## src/hdl/tam_pkg.sv

```systemverilog
`default_nettype none
// ----------------------------------------------------------------------------
// tam_pkg
// Shared widths, register codes, sequencer states and the arctangent table
// of the tilt angle monitor.
// ----------------------------------------------------------------------------
package tam_pkg;

  localparam int unsigned AccW   = 17;
  localparam int unsigned SqW    = 33;
  localparam int unsigned RadW   = 58;
  localparam int unsigned RootW  = 30;
  localparam int unsigned CW     = 18;
  localparam int unsigned XyW    = 32;
  localparam int unsigned ZW     = 25;
  localparam int unsigned AngW   = 15;
  localparam int unsigned Steps  = 20;
  localparam logic [15:0] AngleMax = 16'd23040;
  localparam logic [ZW-1:0] Base90 = 25'd5898240;

  localparam logic [2:0] REG_FULL_SCALE = 3'd0;
  localparam logic [2:0] REG_LASER_AXIS = 3'd1;
  localparam logic [2:0] REG_MAG_MIN    = 3'd2;
  localparam logic [2:0] REG_MAG_MAX    = 3'd3;
  localparam logic [2:0] REG_MAX_ANGLE  = 3'd4;
  localparam logic [2:0] REG_HYST       = 3'd5;
  localparam logic [2:0] REG_FAULT_DEB  = 3'd6;
  localparam logic [2:0] REG_RECOV_DEB  = 3'd7;

  typedef enum logic [5:0] {
    ST_IDLE = 6'b000001,
    ST_SQR  = 6'b000010,
    ST_MAG  = 6'b000100,
    ST_PSQ  = 6'b001000,
    ST_ROT  = 6'b010000,
    ST_DONE = 6'b100000
  } state_e;

  function automatic logic [21:0] atan_deg16(input logic [4:0] idx);
    logic [21:0] r;
    unique case (idx)
      5'd0:  r = 22'd2949120;
      5'd1:  r = 22'd1740967;
      5'd2:  r = 22'd919879;
      5'd3:  r = 22'd466945;
      5'd4:  r = 22'd234379;
      5'd5:  r = 22'd117304;
      5'd6:  r = 22'd58666;
      5'd7:  r = 22'd29335;
      5'd8:  r = 22'd14668;
      5'd9:  r = 22'd7334;
      5'd10: r = 22'd3667;
      5'd11: r = 22'd1833;
      5'd12: r = 22'd917;
      5'd13: r = 22'd458;
      5'd14: r = 22'd229;
      5'd15: r = 22'd115;
      5'd16: r = 22'd57;
      5'd17: r = 22'd29;
      5'd18: r = 22'd14;
      5'd19: r = 22'd7;
      default: r = 22'd0;
    endcase
    return r;
  endfunction

endpackage
`default_nettype wire

```

## src/hdl/tam_sqrt.sv

```systemverilog
`default_nettype none
// ----------------------------------------------------------------------------
// tam_sqrt
// Digit-by-digit square root, one result bit per cycle, rounded to nearest.
// ----------------------------------------------------------------------------
module tam_sqrt (
  input  wire logic                        clk_i,
  input  wire logic                        rst_ni,
  input  wire logic                        start_i,
  input  wire logic [tam_pkg::RadW-1:0]    rad_i,
  output logic                             done_o,
  output logic [tam_pkg::RootW-1:0]        root_o
);

  logic                        busy_q;
  logic                        done_q;
  logic [4:0]                  cnt_q;
  logic [tam_pkg::RadW-1:0]    rad_q;
  logic [31:0]                 rem_q;
  logic [28:0]                 res_q;
  logic [tam_pkg::RootW-1:0]   root_q;
  logic [31:0]                 rem_sh;
  logic [31:0]                 trial;
  logic                        ge;
  logic [31:0]                 rem_n;
  logic [28:0]                 res_n;

  always_comb begin
    rem_sh = {rem_q[29:0], rad_q[tam_pkg::RadW-1 -: 2]};
    trial  = {1'b0, res_q, 2'b01};
    ge     = rem_sh >= trial;
    rem_n  = ge ? rem_sh - trial : rem_sh;
    res_n  = {res_q[27:0], ge};
  end

  always_ff @(posedge clk_i or negedge rst_ni) begin
    if (!rst_ni) begin
      busy_q <= 1'b0;
      done_q <= 1'b0;
      cnt_q  <= 5'd0;
    end else begin
      done_q <= 1'b0;
      if (start_i) begin
        busy_q <= 1'b1;
        cnt_q  <= 5'd28;
      end else if (busy_q) begin
        cnt_q <= cnt_q - 5'd1;
        if (cnt_q == 5'd0) begin
          busy_q <= 1'b0;
          done_q <= 1'b1;
        end
      end
    end
  end

  always_ff @(posedge clk_i) begin
    if (start_i) begin
      rad_q <= rad_i;
      rem_q <= 32'd0;
      res_q <= 29'd0;
    end else if (busy_q) begin
      rad_q <= {rad_q[tam_pkg::RadW-3:0], 2'b00};
      rem_q <= rem_n;
      res_q <= res_n;
      if (cnt_q == 5'd0) begin
        root_q <= {1'b0, res_n} + {29'd0, (rem_n > {3'd0, res_n})};
      end
    end
  end

  assign done_o = done_q;
  assign root_o = root_q;

endmodule
`default_nettype wire

```

## src/hdl/tam_cordic.sv

```systemverilog
`default_nettype none
// ----------------------------------------------------------------------------
// tam_cordic
// Vectoring CORDIC for the angle from down, one rotation step per cycle.
// ----------------------------------------------------------------------------
module tam_cordic (
  input  wire logic                              clk_i,
  input  wire logic                              rst_ni,
  input  wire logic                              start_i,
  input  wire logic signed [tam_pkg::CW-1:0]     c_i,
  input  wire logic [tam_pkg::RootW-1:0]         p_i,
  output logic                                   done_o,
  output logic [tam_pkg::AngW-1:0]               angle_o
);

  logic                               busy_q;
  logic                               done_q;
  logic [4:0]                         idx_q;
  logic signed [tam_pkg::XyW-1:0]     x_q;
  logic signed [tam_pkg::XyW-1:0]     y_q;
  logic signed [tam_pkg::ZW-1:0]      z_q;
  logic [tam_pkg::AngW-1:0]           angle_q;
  logic signed [tam_pkg::XyW-1:0]     c_ext;
  logic signed [tam_pkg::XyW-1:0]     dx;
  logic signed [tam_pkg::XyW-1:0]     dy;
  logic signed [tam_pkg::ZW-1:0]      at;
  logic signed [tam_pkg::ZW-1:0]      z_n;
  logic [tam_pkg::ZW-1:0]             z_pos;
  logic [tam_pkg::ZW-1:0]             rsum;
  logic [15:0]                        code;

  always_comb begin
    c_ext = {{(tam_pkg::XyW-tam_pkg::CW){c_i[tam_pkg::CW-1]}}, c_i};
    dx    = y_q >>> idx_q;
    dy    = x_q >>> idx_q;
    at    = $signed({3'b000, tam_pkg::atan_deg16(idx_q)});
    z_n   = (y_q > 0) ? z_q + at : z_q - at;
    z_pos = z_n[tam_pkg::ZW-1] ? '0 : z_n;
    rsum  = z_pos + 25'd256;
    code  = rsum[24:9];
  end

  always_ff @(posedge clk_i or negedge rst_ni) begin
    if (!rst_ni) begin
      busy_q <= 1'b0;
      done_q <= 1'b0;
      idx_q  <= 5'd0;
    end else begin
      done_q <= 1'b0;
      if (start_i) begin
        busy_q <= 1'b1;
        idx_q  <= 5'd0;
      end else if (busy_q) begin
        idx_q <= idx_q + 5'd1;
        if (idx_q == 5'(tam_pkg::Steps - 1)) begin
          busy_q <= 1'b0;
          done_q <= 1'b1;
        end
      end
    end
  end

  always_ff @(posedge clk_i) begin
    if (start_i) begin
      if (!c_i[tam_pkg::CW-1]) begin
        x_q <= c_ext <<< 12;
        y_q <= $signed({2'b00, p_i});
        z_q <= '0;
      end else begin
        x_q <= $signed({2'b00, p_i});
        y_q <= (-c_ext) <<< 12;
        z_q <= tam_pkg::Base90;
      end
    end else if (busy_q) begin
      if (y_q > 0) begin
        x_q <= x_q + dx;
        y_q <= y_q - dy;
      end else begin
        x_q <= x_q - dx;
        y_q <= y_q + dy;
      end
      z_q <= z_n;
      if (idx_q == 5'(tam_pkg::Steps - 1)) begin
        angle_q <= (code > tam_pkg::AngleMax) ? tam_pkg::AngleMax[14:0] : code[14:0];
      end
    end
  end

  assign done_o  = done_q;
  assign angle_o = angle_q;

endmodule
`default_nettype wire

```

## src/hdl/tilt_angle_monitor.sv

```systemverilog
`default_nettype none
// ----------------------------------------------------------------------------
// tilt_angle_monitor
// Accelerometer tilt monitor with magnitude window and debounced ok flag.
// ----------------------------------------------------------------------------
// One sample is handled at a time. A good sample passes from acceptance to
// result through squaring on the shared multiplier, two passes of the shared
// square root unit (magnitude, then the off-axis component), the CORDIC unit
// and the load of the output register. A sample outside the window skips the
// second root and the CORDIC, and a failed read goes straight to the output
// register. The input is ready again once the result has moved into the
// output register, so a stalled output holds the input off.
module tilt_angle_monitor (
  input  wire logic               clk_i,
  input  wire logic               rst_ni,
  input  wire logic               psel,
  input  wire logic               penable,
  input  wire logic               pwrite,
  input  wire logic [4:0]         paddr,
  input  wire logic [31:0]        pwdata,
  output logic [31:0]             prdata,
  output logic                    pready,
  input  wire logic               in_valid_i,
  output logic                    in_ready_o,
  input  wire logic signed [15:0] raw_x_i,
  input  wire logic signed [15:0] raw_y_i,
  input  wire logic signed [15:0] raw_z_i,
  input  wire logic               read_failed_i,
  output logic                    out_valid_o,
  input  wire logic               out_ready_i,
  output logic signed [16:0]      accel_x_o,
  output logic signed [16:0]      accel_y_o,
  output logic signed [16:0]      accel_z_o,
  output logic [16:0]             magnitude_o,
  output logic                    sample_valid_o,
  output logic [14:0]             down_angle_o,
  output logic                    tilt_ok_o
);

  logic [1:0]  full_scale_q;
  logic [2:0]  laser_axis_q;
  logic [16:0] mag_min_q, mag_max_q;
  logic [14:0] max_angle_q, hyst_q;
  logic [7:0]  fault_deb_q, recov_deb_q;
  logic        wr_en;

  tam_pkg::state_e state_q, state_d;
  logic signed [tam_pkg::AccW-1:0] a_q [3];
  logic [1:0]  k_q;
  logic [tam_pkg::SqW-1:0] sq0_q, sq1_q, sq2_q;
  logic [16:0] mag_q;
  logic        valid_q;
  logic [14:0] angle_q;
  logic        zero_q;
  logic        ok_q;
  logic [7:0]  fcnt_q, rcnt_q;

  logic signed [33:0] prod;
  logic [33:0] mag_sum, uv_sum;
  logic [2:0]  sel;
  logic signed [tam_pkg::CW-1:0] c_val;
  logic        sq_start;
  logic [tam_pkg::RadW-1:0] rad;
  logic        sq_done;
  logic [tam_pkg::RootW-1:0] root;
  logic        co_start, co_done;
  logic [14:0] co_angle;
  logic        win_ok;
  logic [14:0] ang_fin;
  logic        over, back;
  logic signed [15:0] recover_at;
  logic [7:0]  fcnt_inc, rcnt_inc;
  logic        accept_in, load_out;

  function automatic logic signed [16:0] scale(input logic [1:0] fs,
                                               input logic signed [15:0] r);
    logic signed [16:0] e;
    logic signed [16:0] s;
    e = {r[15], r};
    unique case (fs)
      2'd0: s = e >>> 2;
      2'd1: s = e >>> 1;
      2'd2: s = e;
      default: s = e <<< 1;
    endcase
    return s;
  endfunction

  assign pready = 1'b1;
  assign wr_en  = psel && penable && pwrite;

  always_ff @(posedge clk_i or negedge rst_ni) begin
    if (!rst_ni) begin
      full_scale_q <= 2'd0;
      laser_axis_q <= 3'd0;
      mag_min_q    <= 17'd2048;
      mag_max_q    <= 17'd6144;
      max_angle_q  <= 15'd7680;
      hyst_q       <= 15'd640;
      fault_deb_q  <= 8'd1;
      recov_deb_q  <= 8'd3;
    end else if (wr_en) begin
      unique case (paddr[4:2])
        tam_pkg::REG_FULL_SCALE: full_scale_q <= pwdata[1:0];
        tam_pkg::REG_LASER_AXIS: laser_axis_q <= pwdata[2:0];
        tam_pkg::REG_MAG_MIN:    mag_min_q    <= pwdata[16:0];
        tam_pkg::REG_MAG_MAX:    mag_max_q    <= pwdata[16:0];
        tam_pkg::REG_MAX_ANGLE:  max_angle_q  <= pwdata[14:0];
        tam_pkg::REG_HYST:       hyst_q       <= pwdata[14:0];
        tam_pkg::REG_FAULT_DEB:  fault_deb_q  <= pwdata[7:0];
        default:                 recov_deb_q  <= pwdata[7:0];
      endcase
    end
  end

  always_comb begin
    unique case (paddr[4:2])
      tam_pkg::REG_FULL_SCALE: prdata = {30'd0, full_scale_q};
      tam_pkg::REG_LASER_AXIS: prdata = {29'd0, laser_axis_q};
      tam_pkg::REG_MAG_MIN:    prdata = {15'd0, mag_min_q};
      tam_pkg::REG_MAG_MAX:    prdata = {15'd0, mag_max_q};
      tam_pkg::REG_MAX_ANGLE:  prdata = {17'd0, max_angle_q};
      tam_pkg::REG_HYST:       prdata = {17'd0, hyst_q};
      tam_pkg::REG_FAULT_DEB:  prdata = {24'd0, fault_deb_q};
      default:                 prdata = {24'd0, recov_deb_q};
    endcase
  end

  assign in_ready_o = (state_q == tam_pkg::ST_IDLE);
  assign accept_in  = in_valid_i && in_ready_o;
  assign load_out   = (state_q == tam_pkg::ST_DONE) && (!out_valid_o || out_ready_i);

  always_comb begin
    prod    = a_q[k_q] * a_q[k_q];
    mag_sum = {1'b0, sq0_q} + {1'b0, sq1_q} + {1'b0, sq2_q};
    sel     = (laser_axis_q > 3'd5) ? 3'd0 : laser_axis_q;
    unique case (sel[2:1])
      2'd0: begin
        c_val  = {a_q[0][16], a_q[0]};
        uv_sum = {1'b0, sq1_q} + {1'b0, sq2_q};
      end
      2'd1: begin
        c_val  = {a_q[1][16], a_q[1]};
        uv_sum = {1'b0, sq2_q} + {1'b0, sq0_q};
      end
      default: begin
        c_val  = {a_q[2][16], a_q[2]};
        uv_sum = {1'b0, sq0_q} + {1'b0, sq1_q};
      end
    endcase
    if (!sel[0]) begin
      c_val = -c_val;
    end
    win_ok   = (root[16:0] >= mag_min_q) && (root[16:0] <= mag_max_q)
               && (root[29:17] == '0);
    sq_start = 1'b0;
    rad      = {24'd0, mag_sum};
    if ((state_q == tam_pkg::ST_SQR) && (k_q == 2'd3)) begin
      sq_start = 1'b1;
    end else if ((state_q == tam_pkg::ST_MAG) && sq_done && win_ok) begin
      sq_start = 1'b1;
      rad      = {uv_sum, 24'd0};
    end
    co_start = (state_q == tam_pkg::ST_PSQ) && sq_done;
  end

  tam_sqrt u_sqrt (
    .clk_i   (clk_i),
    .rst_ni  (rst_ni),
    .start_i (sq_start),
    .rad_i   (rad),
    .done_o  (sq_done),
    .root_o  (root)
  );

  tam_cordic u_cordic (
    .clk_i   (clk_i),
    .rst_ni  (rst_ni),
    .start_i (co_start),
    .c_i     (c_val),
    .p_i     (root),
    .done_o  (co_done),
    .angle_o (co_angle)
  );

  always_comb begin
    ang_fin    = zero_q ? 15'd0 : co_angle;
    recover_at = $signed({1'b0, max_angle_q}) - $signed({1'b0, hyst_q});
    over       = ang_fin >= max_angle_q;
    back       = $signed({1'b0, ang_fin}) <= recover_at;
    fcnt_inc   = (fcnt_q == 8'hFF) ? fcnt_q : fcnt_q + 8'd1;
    rcnt_inc   = (rcnt_q == 8'hFF) ? rcnt_q : rcnt_q + 8'd1;
  end

  always_comb begin
    state_d = state_q;
    unique case (state_q)
      tam_pkg::ST_IDLE: if (accept_in) begin
        state_d = read_failed_i ? tam_pkg::ST_DONE : tam_pkg::ST_SQR;
      end
      tam_pkg::ST_SQR: if (k_q == 2'd3) begin
        state_d = tam_pkg::ST_MAG;
      end
      tam_pkg::ST_MAG: if (sq_done) begin
        state_d = win_ok ? tam_pkg::ST_PSQ : tam_pkg::ST_DONE;
      end
      tam_pkg::ST_PSQ: if (sq_done) begin
        state_d = tam_pkg::ST_ROT;
      end
      tam_pkg::ST_ROT: if (co_done) begin
        state_d = tam_pkg::ST_DONE;
      end
      default: if (load_out) begin
        state_d = tam_pkg::ST_IDLE;
      end
    endcase
  end

  always_ff @(posedge clk_i or negedge rst_ni) begin
    if (!rst_ni) begin
      state_q     <= tam_pkg::ST_IDLE;
      k_q         <= 2'd0;
      ok_q        <= 1'b0;
      fcnt_q      <= 8'd0;
      rcnt_q      <= 8'd0;
      out_valid_o <= 1'b0;
    end else begin
      state_q <= state_d;
      if (accept_in) begin
        k_q <= 2'd0;
        if (read_failed_i) begin
          ok_q <= 1'b0;
        end
      end else if (state_q == tam_pkg::ST_SQR) begin
        k_q <= k_q + 2'd1;
      end
      if ((state_q == tam_pkg::ST_MAG) && sq_done && !win_ok) begin
        ok_q <= 1'b0;
      end
      if ((state_q == tam_pkg::ST_ROT) && co_done) begin
        if (ok_q) begin
          rcnt_q <= 8'd0;
          if (over) begin
            fcnt_q <= fcnt_inc;
            if (fcnt_inc >= fault_deb_q) begin
              ok_q <= 1'b0;
            end
          end else begin
            fcnt_q <= 8'd0;
          end
        end else begin
          fcnt_q <= 8'd0;
          if (back) begin
            rcnt_q <= rcnt_inc;
            if (rcnt_inc >= recov_deb_q) begin
              ok_q <= 1'b1;
            end
          end else begin
            rcnt_q <= 8'd0;
          end
        end
      end
      if (load_out) begin
        out_valid_o <= 1'b1;
      end else if (out_ready_i) begin
        out_valid_o <= 1'b0;
      end
    end
  end

  always_ff @(posedge clk_i) begin
    if (accept_in) begin
      valid_q <= 1'b0;
      angle_q <= 15'd0;
      mag_q   <= 17'd0;
      if (read_failed_i) begin
        a_q[0] <= '0;
        a_q[1] <= '0;
        a_q[2] <= '0;
      end else begin
        a_q[0] <= scale(full_scale_q, raw_x_i);
        a_q[1] <= scale(full_scale_q, raw_y_i);
        a_q[2] <= scale(full_scale_q, raw_z_i);
      end
    end
    if ((state_q == tam_pkg::ST_SQR) && (k_q != 2'd3)) begin
      unique case (k_q)
        2'd0:    sq0_q <= prod[32:0];
        2'd1:    sq1_q <= prod[32:0];
        default: sq2_q <= prod[32:0];
      endcase
    end
    if ((state_q == tam_pkg::ST_MAG) && sq_done) begin
      mag_q   <= root[16:0];
      valid_q <= win_ok;
      zero_q  <= (c_val == '0) && (uv_sum == '0);
    end
    if ((state_q == tam_pkg::ST_ROT) && co_done) begin
      angle_q <= ang_fin;
    end
    if (load_out) begin
      accel_x_o      <= a_q[0];
      accel_y_o      <= a_q[1];
      accel_z_o      <= a_q[2];
      magnitude_o    <= mag_q;
      sample_valid_o <= valid_q;
      down_angle_o   <= angle_q;
      tilt_ok_o      <= ok_q;
    end
  end

`ifndef SYNTHESIS
  a_busy_after_accept: assert property (@(posedge clk_i) disable iff (!rst_ni)
    accept_in |=> !in_ready_o)
    else $error("input ready right after a word was accepted");
  a_invalid_angle_zero: assert property (@(posedge clk_i) disable iff (!rst_ni)
    (out_valid_o && !sample_valid_o) |-> (down_angle_o == 15'd0))
    else $error("angle reported for an invalid sample");
  a_angle_range: assert property (@(posedge clk_i) disable iff (!rst_ni)
    out_valid_o |-> ({1'b0, down_angle_o} <= tam_pkg::AngleMax))
    else $error("angle beyond 180 degrees");
  a_ok_needs_valid: assert property (@(posedge clk_i) disable iff (!rst_ni)
    (out_valid_o && tilt_ok_o) |-> sample_valid_o)
    else $error("ok flag set on an invalid sample");
`endif

endmodule
`default_nettype wire
```

## config.mk

```make
export PLATFORM = sky130hd
export DESIGN_NAME = tilt_angle_monitor
export DESIGN_NICKNAME = d
export VERILOG_FILES = /design/src/hdl/tam_pkg.sv /design/src/hdl/tam_sqrt.sv /design/src/hdl/tam_cordic.sv /design/src/hdl/tilt_angle_monitor.sv
export SDC_FILE = /design/constraint.sdc
export NUM_CORES = 2
export LEC_CHECK = 0
export BUFFER_PORTS_ARGS = -buffer_cell sky130_fd_sc_hd__buf_2
export CAP_MARGIN = 10
export CORE_AREA = 2 2 382 384
export DETAILED_ROUTE_END_ITERATION = 12
export DIE_AREA = 0 0 384 386
export PLACE_DENSITY = 0.57
export SYNTH_ARGS = -nofsm -noshare
export SYNTH_HDL_FRONTEND = slang
export SYNTH_SLANG_ARGS = --single-unit
```

## constraint.sdc

```tcl
create_clock -name clk_i -period 7.25 [get_ports clk_i]
set_clock_uncertainty 0.15 [all_clocks]
set_input_delay 0 -clock clk_i [delete_from_list [all_inputs] [get_ports clk_i]]
set_output_delay 0 -clock clk_i [all_outputs]
set_load 0.005 [all_outputs]
```

==> run metrics <==
outcome=finished clean; IO Pins=about 210; 1st-iter DRT viols=3676; Lkg Pwr=approximately 27 nW; drt first pass iters=5; worst setup margin=275 ps; flops & latches, synth=642; crit path buf inv count=5; first-pass GRT wire length=275000 um; WHS=50.4 ps; Post-Layout Cell Count=roughly 8300; CP max FO=6; leading cell types in the layout, fill and taps excluded=inv_1 (504), nor2_1 (482), edfxtp_1 (458); placed cell areas=62000 um2; FF-to-FF Start=k_q[0]; Post-Synth Adder-Cell Area=between 10% and 20%; Vias/cell=5.59; cell mode on critical path=fa_1; via count=about 47000; number of max-cap violations=0; Total Routing Usage GR=23.8%; total negative slack=0 ps; FF-to-FF path depth=25; Core Region=around 140000 um2; Port Buffers=roughly 180; Critical Path Sink Type=flop; Avg WL per Cell=approximately 21 um; antenna violations before repair=3; Worst Hold Class=in2reg; Die H=386 um; cells after synthesis=slightly below 6000; Pins Over Slew Limit=0; Area Growth Syn to Fin=15.7%; Simple-Gate Fraction of Synth Area=14.3%; worst vdd rail ir drop=0.000165 V; CP Class=reg2reg; Setup Viol. Count Final=0; die area=148000 um2; pre-CTS setup slack=11.5 ps; root buf cell=clkbuf_16; H-tree levels=3; initial core utilization=39.8%; slew at the pin closest to its max-slew limit=1170 ps; Async SR Flop Fraction=19.5%; Slew HR=21.3%; Yosys warning total=0; Worst EP required=7500 ps; Seq/Total Area, Yosys=between 30% and 40%; crit path DAT=7220 ps; dpl hpwl=138000 um; clk slew on worst S/H paths=60 ps; design area=66500 um2; Post-synth EDFFs=458; crit-path max cell delay=550 ps; TritonCTS clock tree=built; Synth Flop Type=edfxtp_1; Final ANT Viol Nets=0; clk_lat worst skew=710 ps; Detailed Route WL=176000 um; Synth Cell Area=between 50000 and 60000 um2; crit path time final=about 7000 ps; Final Hold Vio Count=0; Inserted Clock Buffers=79; Nets=7151; Die Wd=384 um; Compound-Gate Fraction of Synth Area=14.5%; largest family of logic cells by synthesized area=adder cells; slowest stage cell on the critical path=fa_1; Critical Path Start Type=flop; xor/xnor share of the synthesized area=5.73%; row cnt=140; Worst R2R Setup Slack=280 ps; pin count of the biggest net entering global routing=75; pwr dens=approximately 150 nW/um2; count of cell types in the netlist=103; most common cell after layout, fill and taps aside=inv_1; layout cells sized above 1=roughly 16%; post-route DRC violation count=0; synthesized area per cell=9.74 um2; Placer Congestion=0.935; Top delay family on crit path=adder cells; final period utilization=just under 100%; GRT Residual Overflow=0; Setup crit start=k_q[0]; RR Endpoint=sq2_q[29]; Sink Count=642; fmax=143 MHz; Cell Count Post-Placement=8027; critical path depth=25; post-synthesis mux area share=9.28%; CTS max path bufs=3; number of global-route vias before repair=46300; Worst setup endpoint=sq2_q[29]
-- kinds of logic (layout without fill, tap and decap cells) --
logic type                 after synthesis  in the layout
adders and majority gates              714            714
DFF                                    642            642
and+or+nand+nor                       1715           1715
xor gates and xnor gates               376            376
other                                    2             17
buffers and inverters                  788           1287
muxes                                  357            357
AOI/OAI and AO/OA                     1303           1303
-- through the flow --
step,total power [mW],util (%)
2_1_floorplan,5.48,-
3_3_place_gp,6.10,42.9
3_5_place_dp,6.12,42.9
4_1_cts,10.3,45.7
5_1_grt,10.7,46.0
6_report,10.2,46.0
-- tightest hold or removal path: cells and delay by family --
family	cells	cell delay (ps)
compound gates	1	60
buf+inv	2	730
simple gates	1	70
-- power by group --
| part | switching, mW | internal (mW) |
|---|---|---|
| clock network | 1.72 | 2.33 |
| logic | 1.25 | 0.835 |
| registers | 0.0770 | 4.01 |
| total | 3.05 | 7.17 |
-- flip-flops by register name (all words and copies together) (netlist names), 25 cells and up --
signal         count
sq1_q             32
u_cordic.x_q      32
u_sqrt.root_o     30
u_sqrt.res_q      29
u_cordic.y_q      32
sq0_q             32
sq2_q             32
u_sqrt.rad_q      58
u_sqrt.rem_q      30
a_q               51
u_cordic.z_q      25
-- cells in the mapped netlist (39+ instances only) --
| master | n | share of area, % |
|---|---|---|
| a21oi_1 | 306 | 2.7 |
| nand3_1 | 165 | 1.4 |
| dfxtp_1 | 59 | 2.1 |
| o21ai_0 | 360 | 3.1 |
| edfxtp_1 | 458 | 24 |
| clkbuf_1 | 176 | 1.2 |
| mux2_2 | 109 | 2.1 |
| a31oi_1 | 43 | 0.47 |
| and2_1 | 61 | 0.66 |
| nor2_1 | 494 | 3.2 |
| nand2_1 | 456 | 3.0 |
| nor2b_1 | 80 | 0.87 |
| xnor2_1 | 261 | 4.0 |
| dfrtp_1 | 112 | 4.9 |
| o21a_1 | 73 | 0.95 |
| and3_1 | 90 | 0.98 |
| nand2b_1 | 73 | 0.80 |
| o211ai_1 | 39 | 0.51 |
| a21o_1 | 112 | 1.5 |
| mux2i_1 | 125 | 2.2 |
| xor2_1 | 115 | 1.8 |
| ha_1 | 445 | 9.7 |
| nor3_1 | 89 | 0.78 |
| nand4_1 | 40 | 0.44 |
| a211oi_1 | 55 | 0.72 |
| mux4_2 | 98 | 3.8 |
| inv_1 | 509 | 3.3 |
| fa_1 | 269 | 9.4 |
-- worst min-delay path by stage --
stage	startpoint	to	slack (ps)	cells after the start
global route	pwdata[5]	mag_min_q[5]	40	4
CTS	pwdata[7]	fault_deb_q[7]	0.2	4
detailed placement	rst_ni	max_angle_q[4]	-60	1
global placement	rst_ni	rcnt_q[6]	-60	1
finish	pwdata[7]	fault_deb_q[7]	50	4
floorplan	rst_ni	fault_deb_q[1]	-450	0
-- layer usage --
metal,part of all wire (%),global-route usage [%],vias to the layer above
li1,-,-,22000
met1,43,31.7,22900
met2,48,40.4,1326
met3,5.2,3.03,290
met4,3.2,7.42,0
met5,0,0,-
-- area by class of cell --
class | count | area [um2]
multi-input cells | 4481 | 36700
fillers | 13800 | 78100
diodes | 1 | 2.50
well taps | 1917 | 2400
flip-flops and latches | 642 | 18100
inverters | 521 | 1970
repair buffers | 619 | 4690
clock inverters | 39 | 469
clock buffers | 108 | 2160
-- timing repair --
action,4_1_cts,5_1_grt
buffers inserted,0,8
resized for setup,7,85
endpoints found under the setup margin,9,70
pin swaps,1,22
hold endpoints to repair,254,0
hold buffers,144,0
(Power assumes the default switching activity.)
